**src/mfrc_pkg.sv**
```systemverilog
`timescale 1ns / 1ps
// ----------------------------------------------------------------------------
// mfrc_pkg
// Shared types and constants for the four-ray mask containment block.
// ----------------------------------------------------------------------------
package mfrc_pkg;

  localparam int CFG_W          = 10;
  localparam int COORD_W        = 9;
  localparam int DEF_MAX_WIDTH  = 512;
  localparam int DEF_MAX_HEIGHT = 512;

  localparam logic [CFG_W-1:0] MASK_WIDTH_RST  = 10'd512;
  localparam logic [CFG_W-1:0] MASK_HEIGHT_RST = 10'd512;

  localparam logic REQ_WRITE = 1'b0;
  localparam logic REQ_QUERY = 1'b1;

  localparam logic REG_MASK_WIDTH  = 1'b0;
  localparam logic REG_MASK_HEIGHT = 1'b1;

  typedef enum logic [1:0] {
    DIR_RIGHT,
    DIR_LEFT,
    DIR_DOWN,
    DIR_UP
  } dir_t;

  typedef enum logic [1:0] {
    ST_IDLE,
    ST_SCAN,
    ST_HOLD
  } state_t;

  typedef struct packed {
    logic load;
    logic wr;
    logic step;
    logic capture;
    logic push;
  } ctrl_cmd_t;

  typedef struct packed {
    logic range_ok;
    logic wr_ok;
    logic ray_hit;
    logic ray_miss;
    logic last_ray;
  } dp_stat_t;

endpackage

```
**src/mfrc_ctrl.sv**
```systemverilog
`timescale 1ns / 1ps
// ----------------------------------------------------------------------------
// mfrc_ctrl
// Request sequencer: accepts writes and queries, runs the ray scan, hands
// the answer to the output register.
// ----------------------------------------------------------------------------
module mfrc_ctrl
  import mfrc_pkg::*;
(
  input  logic      clk,
  input  logic      rst_n,
  input  logic      in_tvalid,
  input  logic      in_req_type,
  input  logic      out_tready,
  input  dp_stat_t  stat,
  output logic      in_tready,
  output logic      out_tvalid,
  output ctrl_cmd_t cmd
);

  state_t state_r, state_nxt;
  logic   out_valid_r, out_valid_nxt;
  logic   in_xfer;
  logic   slot_free;
  logic   scan_done;

  assign in_xfer   = in_tvalid && in_tready;
  assign slot_free = !out_valid_r || out_tready;
  assign scan_done = !stat.range_ok || (stat.ray_hit && stat.last_ray) || stat.ray_miss;

  always_comb begin
    state_nxt = state_r;
    unique case (state_r)
      ST_IDLE: begin
        if (in_xfer && in_req_type == REQ_QUERY) begin
          state_nxt = ST_SCAN;
        end
      end
      ST_SCAN: begin
        if (scan_done) begin
          state_nxt = ST_HOLD;
        end
      end
      ST_HOLD: begin
        if (slot_free) begin
          state_nxt = ST_IDLE;
        end
      end
      default: state_nxt = ST_IDLE;
    endcase
  end

  always_comb begin
    in_tready   = 1'b0;
    cmd         = '0;
    unique case (state_r)
      ST_IDLE: begin
        in_tready = 1'b1;
        cmd.load  = in_xfer && in_req_type == REQ_QUERY;
        cmd.wr    = in_xfer && in_req_type == REQ_WRITE && stat.wr_ok;
      end
      ST_SCAN: begin
        cmd.step    = stat.range_ok;
        cmd.capture = scan_done;
      end
      ST_HOLD: begin
        cmd.push = slot_free;
      end
      default: ;
    endcase
  end

  always_comb begin
    out_valid_nxt = out_valid_r && !out_tready;
    if (cmd.push) begin
      out_valid_nxt = 1'b1;
    end
  end

  always_ff @(posedge clk) begin
    if (!rst_n) begin
      state_r     <= ST_IDLE;
      out_valid_r <= 1'b0;
    end else begin
      state_r     <= state_nxt;
      out_valid_r <= out_valid_nxt;
    end
  end

  assign out_tvalid = out_valid_r;

`ifndef ASSERT_OFF
  a_push_free: assert property (@(posedge clk) disable iff (!rst_n)
    cmd.push |-> (!out_valid_r || out_tready))
    else $error("result pushed over a waiting result");

  a_load_scan: assert property (@(posedge clk) disable iff (!rst_n)
    cmd.load |=> state_r == ST_SCAN)
    else $error("query load did not start a scan");

  a_oor_quick: assert property (@(posedge clk) disable iff (!rst_n)
    (state_r == ST_SCAN && !stat.range_ok) |=> state_r == ST_HOLD)
    else $error("out-of-area query kept scanning");

  a_capture_hold: assert property (@(posedge clk) disable iff (!rst_n)
    cmd.capture |-> !cmd.push && !in_tready)
    else $error("capture overlapped push or input transfer");
`endif

endmodule

```
**config.mk**
```make
export PLATFORM = sky130hd
export DESIGN_NAME = mfrc_ctrl
export DESIGN_NICKNAME = d
export VERILOG_FILES = /design/src/mfrc_pkg.sv /design/src/mfrc_ctrl.sv
export SDC_FILE = /design/constraint.sdc
export NUM_CORES = 1
export LEC_CHECK = 0
export ABC_AREA = 1
export BUFFER_PORTS_ARGS = -buffer_cell sky130_fd_sc_hd__buf_2
export CORE_AREA = 2 2 39 41
export CTS_CLUSTER_SIZE = 25
export DETAILED_ROUTE_END_ITERATION = 6
export DIE_AREA = 0 0 41 43
export GPL_TIMING_DRIVEN = 0
export PLACE_DENSITY = 0.36
export SLEW_MARGIN = 10
export SYNTH_ARGS = -nofsm -noshare
export SYNTH_HDL_FRONTEND = slang
export SYNTH_SLANG_ARGS = --single-unit
export TNS_END_PERCENT = 10
```
**constraint.sdc**
```tcl
create_clock -name clk -period 2.2 [get_ports clk]
set_input_delay 0.22 -clock clk [delete_from_list [all_inputs] [get_ports clk]]
set_output_delay 0.22 -clock clk [all_outputs]
set_load 0.1 [all_outputs]
```
# Word level (Yosys, flattened, before mapping)
# Index checks and enable logic that the tools add are counted.
[op_classes]
bitwise = 1
reduce_logical = 14
muxes = 9
n_eq_ne = 5
[op_table]
columns = ["op", "count"]
rows = [
  ["2-bit two-way mux", 5],
  ["1-bit logical AND", 6],
  ["2-bit inequality test (second input constant)", 3],
  ["2-bit one-hot mux with 3 select lines", 1],
  ["1-bit zero test", 3],
  ["1-bit logical OR", 3],
  ["1-bit two-way mux", 3],
  ["3-bit AND reduction", 1],
  ["2-bit by 1-bit == test with 1-bit output (second input constant)", 1],
  ["2-bit == test (second input constant)", 1],
  ["2-bit zero test", 1],
  ["1-bit NOT", 1],
]
[word_totals]
inputBits = 10
output_inout_bits = 7
wordCells = 31
register_bits = 3

# Depth between registers and ports, before layout
# Gate-level depths: netlist (run 1).
[logic_depth]
depth_word = 6
depth_mapped = 5

# Worst setup path before layout (run 1)
# Ideal clock, no wire load.
[synth_path]
path_type = "reg-to-output"
from = "register state_r[0]"
to = "output cmd[3] (netlist name)"
path_buffers = 0
path_slack_ns = -0.632
arrival_ns = 2.612
path_stages_with_launch = 4
cell_sequence = "dfxtp_1 > nor2_2 > nand3_1 > nor2_1"
[synth_lines]
columns = ["item", "line_no", "rtl"]
rows = [
  ["start: declaration", "mfrc_ctrl.sv:21", "state_t state_r, state_nxt;"],
  ["start signal: assignment", "mfrc_ctrl.sv:85", "state_r <= state_nxt;"],
  ["end: declaration", "mfrc_ctrl.sv:18", "output ctrl_cmd_t cmd"],
]

==> flow_summary.yaml, run 1 <==
status:
  status: "completed"
pwr:
  vdd_drop_max_mv: 0.398
  power_mw: 0.221
  clock_power_share: 0.433
  switching_share: 0.373
  p_leak_nw: 0.187
  p_int_mw: 0.139
  seqPwrFrac: 0.262
  p_switching_mw: 0.0826
  combPwrFrac: 0.304
  powerDensity_nw_per_um2: 711
finish:
  nNetsFinal: 60
  diodes: 0
  multi_input_area_sq_um: 95.1
  utilization: 0.225
  nFillCells: 167
  syn2layout_area_growth_pct: 75.4
  regArea_sq_um: 60.1
  drive_gt1_frac: 0.490
floorplanning:
  rows: 14
  die_h_microns: 43
  ios: 17
  coreArea_sq_um: 1380
  die-area_sq_um: 1760
  die-width_microns: 41
  initial_core_util: 0.128
yosys:
  ys_seq_elements: 3
  synth_area_sq_um: 178
  ys.flop_type: "dfxtp_1"
  ys_types: 11
  synth_edf_count: 0
  ys_top_cells_by_area: "dfxtp_1 34%, inv_1 15%, nor2_1 11%"
  ys.warnings.count: 0
  syn-num-nets: 39
  yosys.area.top_type: "dfxtp_1"
  syn_area_per_cell_sq_um: 6.13
  ys_seq_area_frac: 0.338
  syn_inst: 29
  netlist_top_cells_count: "7 x inv_1, 5 x nor2_1, 4 x nand2_1"
  synth_most_common_cell: "inv_1"
  synth_top_area_share: 0.338
  ys_async_sr_fraction: 0
routing:
  drtAntennaViolNets: 0
  wl_per_cell_microns: 6.55
  drtPass1Iterations: 4
  finalWirelength_microns: 426
  via_per_inst: 3.54
  drtIter0Drc: 4
  drc: 0
  vias: 230
clock_network:
  numClockSinks: 3
  post_cts_resized: 0
  post_cts_buffers: 0
  clk_latency_ps: 230
  cts_buffer_depth: 2
  ctsHoldBuffers: 0
  htree_levels: 1
  clockRootBuffer: "clkbuf_4"
  clk_pin_slew_ps: 40
  cts_buffers: 3
  cts_tree: "built"
grt:
  grt.total_usage: 0.0673
  grt_pass1_vias: 221
  gr-total-overflow: 0
  antenna_found_initial: 0
  grt_pass1_wl_microns: 745
  grt_max_degree: 5
sta:
  hold_violations: 0
  finalWorstSetupSlack_ps: 676
  min_period_ps: 1520
  setup_viol: 0
  worst_slew_pin_slew_ps: 484
  max_freq_mhz: 656
  fin_hold_ws_ps: 211
  rsz0062_at_grt: "no"
  fin_crit_sh: 0.693
  finClkSkew_ps: 1.18
  final_max_slew_viol_count: 0
  tns_ps: 0
  max_slew_margin: 0.680
job:
  maxCapViolCount: 0
worst_setup_path:
  crit_chain: "nor2_2 > nand3_1 > nor2_2 > buf_2"
  r2r_slack_ps: 1380
  r2r-end: "state_r[1]"
  cp_common_cell: "nor2_2"
  rr_worst_depth: 4
  cp.required_ps: 1980
  worstSetupPathType: "flop to output pin"
  cp_max_fo: 4
  cpMaxStageDelayCell: "buf_2"
  start_kind: "flop"
  r2r_start: "state_r[1]"
  cpPeakStageDelay_ps: 420
  cp.arrival_ps: 1300
  cpLargestDelayFamily: "buffers and inverters"
  cp_num_buf_inv: 1
  endpoint_kind: "output pin"
worst_hold_path:
  worstHoldPathType: "primary input to flop"
  min_to: "out_tvalid"
  worstHoldStart: "rst_n"
  worstHoldPathCells: 2
place:
  dp_slack_ps: 903
  portBuffers: 16
  dp_hpwl_microns: 370
  gp_congestion: 0.599
==> power by group through the flow <==
stage / registers, mW / clock network, mW / logic [mW]
2_1_floorplan: 0.0617 / 0 / 0.0495
3_3_place_gp: 0.0590 / 0 / 0.0682
3_5_place_dp: 0.0590 / 0 / 0.0680
4_1_cts: 0.0582 / 0.0990 / 0.0682
5_1_grt: 0.0583 / 0.108 / 0.0725
6_report: 0.0581 / 0.0960 / 0.0673
==> worst reg2reg max path: cells and delay by family, from the launching register on <==
family          cells  cell delay [ps]
simple gates        2              150
buf+inv             1               70
flops               1              400
compound gates      1              130
==> cell usage in the layout, fill, tap and decap left out, drive strengths merged <==
cell type,synthesis,layout
a21oi,2,2
buf,0,16
clkbuf,0,4
dfxtp,3,3
inv,8,8
nand2,4,4
nand3,4,4
nor2,6,6
nor3,1,1
o21a,1,1
==> how the worst max path moves through the flow <==
| stage | slack [ps] | from | end | cells past startpoint |
|---|---|---|---|---|
| after floorplan | -220 | state_r[1] | cmd[3] | 3 |
| after global placement | 900 | state_r[0] | cmd[1] | 5 |
| after detailed placement | 900 | state_r[1] | cmd[3] | 4 |
| after CTS | 650 | state_r[0] | cmd[1] | 5 |
| after global routing | 540 | state_r[0] | cmd[1] | 5 |
| final | 680 | state_r[1] | cmd[3] | 4 |
==> routing by layer <==
metal | up-vias | part of all wire | track usage
met4 | 0 | 0 | 0.0400
met1 | 91 | 0.43 | 0.0675
met3 | 0 | 0.14 | 0.0628
li1 | 126 | - | -
met2 | 13 | 0.43 | 0.0875
met5 | - | 0 | 0
==> layout make-up <==
class	count	share of cell area
Clock buffer	4	0.0843
Inverter	8	0.0964
Multi-Input combinational cell	18	0.305
Sequential cell	3	0.193
Tap cell	16	0.0643
Timing Repair Buffer	16	0.257
==> per-stage QoR <==
| step | cells | area [sq um] |
|---|---|---|
| 3_3_place_gp | 61 | 285 |
| 2_1_floorplan | 29 | 185 |
| 4_1_cts | 65 | 312 |
| 6_report | 65 | 312 |
| 3_5_place_dp | 61 | 285 |
| 5_1_grt | 65 | 312 |
==> flip-flops by register name (all words and copies together) (netlist names) <==
register,cells
state_r,2
out_tvalid,1
==> kinds of logic after synthesis <==
logic type | after synthesis | share of synthesized area
AO/OA/AOI/OAI | 3 | 0.0986
buffers and inverters | 8 | 0.169
AND/OR/NAND/NOR | 15 | 0.394
flip-flops | 3 | 0.338
No activity file was read; power rests on OpenSTA's default activity.
==> run 2, diff against run 1 <==
Clock period 2.2 ns to 1.6 ns, I/O delays scaled along.
==> run 2 against run 1 <==
Compared with the run above:
- hold slack worse by 66 ps
- first-iteration DRC count stayed put
- combinational power is 44% higher
- via count is 1.7% lower
- largest cell class unchanged
- setup slack worse by 580 ps
- critical path type unchanged
- non-clock buffer count stayed put
- critical endpoint unchanged
==> flow_summary.yaml, run 2 (synthesized netlist as in run 1, its figures left out) <==
status:
  status: "completed"
finish:
  layout_commonest_cell: "buf_2"
  syn2layout_area_growth_pct: 87.3
  stdcell_area_sq_um: 333
  largest_reg_flops: 2
  regMostFlops: "state_r"
  drive_gt1_frac: 0.510
  nNetsFinal: 60
  diodes: 0
  final_cell_mix: "15 x buf_2, 7 x inv_1, 4 x nand2_1, 4 x clkbuf_4"
  nFillCells: 157
  utilization: 0.241
  fin_cells: 65
routing:
  finalWirelength_microns: 446
  drtAntennaViolNets: 0
  drtIter0Drc: 4
  drtPass1Iterations: 3
  drc: 0
  wl_per_cell_microns: 6.86
  via_per_inst: 3.48
  vias: 226
floorplanning:
  initial_core_util: 0.128
  rows: 14
  die-width_microns: 41
  die-area_sq_um: 1760
  die_h_microns: 43
  ios: 17
  coreArea_sq_um: 1380
pwr:
  powerDensity_nw_per_um2: 934
  power_mw: 0.311
  vdd_drop_max_mv: 0.358
  p_leak_nw: 0.189
place:
  dp_cells: 61
  portBuffers: 16
  dpl_cell_area_sq_um: 304
  dp_slack_ps: 315
  gp_congestion: 0.679
  dp_hpwl_microns: 366
clock_network:
  clk_latency_ps: 230
  numClockSinks: 3
  cts_tree: "built"
  cts_buffers: 3
  post_cts_resized: 0
  cts_buffer_depth: 2
  clk_pin_slew_ps: 30
  post_cts_buffers: 0
  htree_levels: 1
  ctsHoldBuffers: 0
  clockRootBuffer: "clkbuf_4"
sta:
  worst_slew_pin_slew_ps: 484
  finClkSkew_ps: 2.13
  final_max_slew_viol_count: 0
  tns_ps: 0
  max_slew_margin: 0.680
  min_period_ps: 1500
  fin_crit_sh: 0.938
  rsz0062_at_grt: "no"
  max_freq_mhz: 666
  fin_hold_ws_ps: 146
  setup_viol: 0
  hold_violations: 0
  finalWorstSetupSlack_ps: 98.4
worst_setup_path:
  cp_max_fo: 4
  start_kind: "flop"
  cp_common_cell: "nor2_4"
  worstSetupPathType: "flop to output pin"
  crit_chain: "nor2_4 > nand3_1 > nor2_4 > buf_2"
  endpoint_kind: "output pin"
  cpPeakStageDelay_ps: 420
  cpLargestDelayFamily: "buffers and inverters"
  cp.required_ps: 1440
  cp_num_buf_inv: 1
  cp.arrival_ps: 1340
  cpMaxStageDelayCell: "buf_2"
job:
  maxCapViolCount: 0
grt:
  grt.total_usage: 0.0713
  grt_max_degree: 5
  antenna_found_initial: 0
  gr-total-overflow: 0
  grt_pass1_wl_microns: 793
  grt_pass1_vias: 205
worst_hold_path:
  worstHoldPathType: "primary input to flop"
==> run 2: changes by cell type in the layout (fill, tap and decap cells not counted), sizes merged <==
cell,before,now
buf,16,15
clkbuf,4,5
==> run 2: path summary, 6_finish.rpt <==
path	start	to	slack (ps)	cells after the start
worst max-delay path	state_r[1]	cmd[3]	100	4
worst min-delay path	rst_n	out_tvalid	150	2
worst max register to register	state_r[1]	state_r[1]	700	4
worst min register to register	out_tvalid	state_r[1]	570	4
==> run 2: area by class of cell <==
cell class | instances | area, sq um | area share
Timing Repair Buffer | 16 | 82.6 | 0.248
Inverter | 8 | 30.0 | 0.0902
Clock buffer | 4 | 26.3 | 0.0789
Sequential cell | 3 | 60.1 | 0.180
Multi-Input combinational cell | 18 | 114 | 0.342
Tap cell | 16 | 20.0 | 0.0602
==> run 2: power by group <==
part           total (mW)  switching, mW  leakage, nW  internal (mW)
sequential         0.0808        0.00302       0.0244         0.0778
combinational      0.0969         0.0751        0.149         0.0218
clock               0.133         0.0396       0.0150         0.0935
==> run 2: layer usage <==
layer  wire length [microns]  share of wire  GRT usage  vias to the layer above
li1                        -              -          -                      127
met1                     230           0.52     0.0836                       84
met2                     149           0.33     0.0844                       15
met3                      66           0.15     0.0785                        0
met4                       0              0     0.0200                        0
met5                       0              0          0                        -
==> run 3, diff against run 2 <==
Settings changed: ABC_AREA 1 to default, CTS_CLUSTER_DIAMETER from default to 80, PLACE_DENSITY 0.36 to 0.37.
Clock period 1.6 ns to 1.25 ns, I/O delays scaled along.
==> run 3 against run 2 <==
Compared with the run above:
- first-iteration DRC count decreased by 25%
- critical endpoint unchanged
- sequential share of layout area decreased by 2.2 points
- the run now ends with setup timing left
- clock power increased by 25%
==> flow_summary.yaml, run 3 <==
status:
  status: "complete, but fails checks"
  violations: "setup timing"
finish:
  final_cell_mix: "10 x buf_2, 3 x clkbuf_4"
  syn2layout_area_growth_pct: 135
  stdcell_area_sq_um: 427
  largest_reg_flops: 2
  fin_cells: 57
  layout_commonest_cell: "buf_2"
  diodes: 0
  utilization: 0.308
  regMostFlops: "state_r"
  drive_gt1_frac: 0.756
  nNetsFinal: 52
yosys:
  synth_compound_area_frac: 0.207
  ys_seq_area_frac: 0.331
  ys.warnings.count: 0
  synth_area_sq_um: 181
  synth_top_area_share: 0.331
  netlist_top_cells_count: "3 x dfxtp_1, 2 x and4b_1, 2 x nand2b_1, 2 x nor2_1, 2 x nor3b_1"
  synth_xor_area_frac: 0
  ys.flop_type: "dfxtp_1"
  syn_inst: 20
  ys_types: 14
  ys_seq_elements: 3
  synth_fa_ha_area_frac: 0
  syn_area_per_cell_sq_um: 9.07
  yosys.area.top_type: "dfxtp_1"
  synth_edf_count: 0
  synthSimpleGateAreaFrac: 0.441
  ys_top_cells_by_area: "dfxtp_1 33%, and4b_1 11%, nor3b_1 8.3%"
  ys_async_sr_fraction: 0
  synth_most_common_cell: "dfxtp_1"
  synthMuxAreaShare: 0
  syn-num-nets: 30
  synth_top_family_by_area: "simple AND/OR/NAND/NOR gates"
grt:
  grt_pass1_wl_microns: 807
  grt_max_degree: 8
  gr-total-overflow: 0
  grt_pass1_vias: 205
  antenna_found_initial: 0
  grt.total_usage: 0.0721
clock_network:
  cts_tree: "built"
  clk_pin_slew_ps: 40
  ctsHoldBuffers: 0
  clk_latency_ps: 230
  clockRootBuffer: "clkbuf_4"
  cts_buffers: 3
  htree_levels: 1
  numClockSinks: 3
  cts_buffer_depth: 2
worst_setup_path:
  crit_chain: "nor2_4 > and4b_4 > buf_12"
  worstSetupPathType: "flop to output pin"
  cpMaxStageDelayCell: "dfxtp_4"
  start_kind: "flop"
  endpoint_kind: "output pin"
  cp.arrival_ps: 1140
  cp_num_buf_inv: 1
  cp.required_ps: 1120
  cpLargestDelayFamily: "simple AND/OR/NAND/NOR gates"
  cpPeakStageDelay_ps: 360
  cp_max_fo: 7
  r2r_slack_ps: 290
place:
  dp_hpwl_microns: 462
  gp_congestion: 0.655
  dp_cells: 52
  dpl_cell_area_sq_um: 332
  portBuffers: 16
pwr:
  p_leak_nw: 0.185
  vdd_drop_max_mv: 0.391
  power_mw: 0.422
  powerDensity_nw_per_um2: 989
sta:
  fin_hold_ws_ps: 135
  max_freq_mhz: 791
  rsz0062_at_grt: "yes"
  fin_crit_sh: 1.01
  finClkSkew_ps: 3.43
  hold_violations: 0
  final_max_slew_viol_count: 0
  min_period_ps: 1260
  worst_slew_pin_slew_ps: 487
  finalWorstSetupSlack_ps: -14.7
  max_slew_margin: 0.678
  setup_viol: 1
floorplanning:
  rows: 14
  ios: 17
  die-area_sq_um: 1760
  die_h_microns: 43
  initial_core_util: 0.131
  die-width_microns: 41
  coreArea_sq_um: 1380
routing:
  drtAntennaViolNets: 0
  wl_per_cell_microns: 10.2
  finalWirelength_microns: 579
  drc: 0
  drtPass1Iterations: 4
  vias: 227
  via_per_inst: 3.98
  drtIter0Drc: 3
job:
  maxCapViolCount: 0
worst_hold_path:
  worstHoldPathType: "primary input to flop"
-- run 3: what timing repair did --
| action | CTS | global route |
|---|---|---|
| resized for setup | 16 | 2 |
| setup endpoints to repair | 6 | 3 |
| gates cloned | 0 | 0 |
| buffers inserted | 0 | 1 |
| pin swaps | 0 | 2 |
-- run 3: cell families after synthesis --
kind of cell / Yosys count
compound gates: 4
buf+inv: 1
flops: 3
simple gates: 12
-- run 3: path summary, 6_finish.rpt --
kind                    from          to  cells after the start
setup / recovery  state_r[0]      cmd[3]                      3
hold / removal         rst_n  state_r[1]                      2
setup reg to reg  state_r[1]  state_r[0]                      3
hold reg to reg   state_r[0]  state_r[1]                      2
-- run 3: layer usage --
metal	global-route usage	part of all wire
met4	0.0400	0
met3	0.0471	0.069
met2	0.113	0.54
met5	0	0
met1	0.0669	0.39
-- run 3: area by class of cell --
class | instances | area [sq um]
clock buffers | 4 | 26.3
inverters | 1 | 3.75
repair buffers | 17 | 138
fillers | 147 | 957
flip-flops and latches | 3 | 67.6
well taps | 16 | 20.0
multi-input cells | 16 | 171
-- run 3: report_power, final --
part	switching, mW	internal, mW	leakage [nW]
Clock	0.0464	0.119	0.0150
Combinational	0.0972	0.0546	0.144
Sequential	0.00715	0.0974	0.0259
-- run 3: worst reg2reg max path: stages, from the launching register on --
cell     delay (ps)
dfxtp_4         410
nor2b_2          70
and4b_1         200
a31o_1          180
-- run 3: per-stage QoR --
step	setup TNS (ps)	worst slack, ps
5_1_grt	-54.3	-52.6
4_1_cts	-56.2	-35.0
3_3_place_gp	-2.34	-2.34
2_1_floorplan	-1490	-344
6_report	-14.7	-14.7
3_5_place_dp	-21.4	-21.4
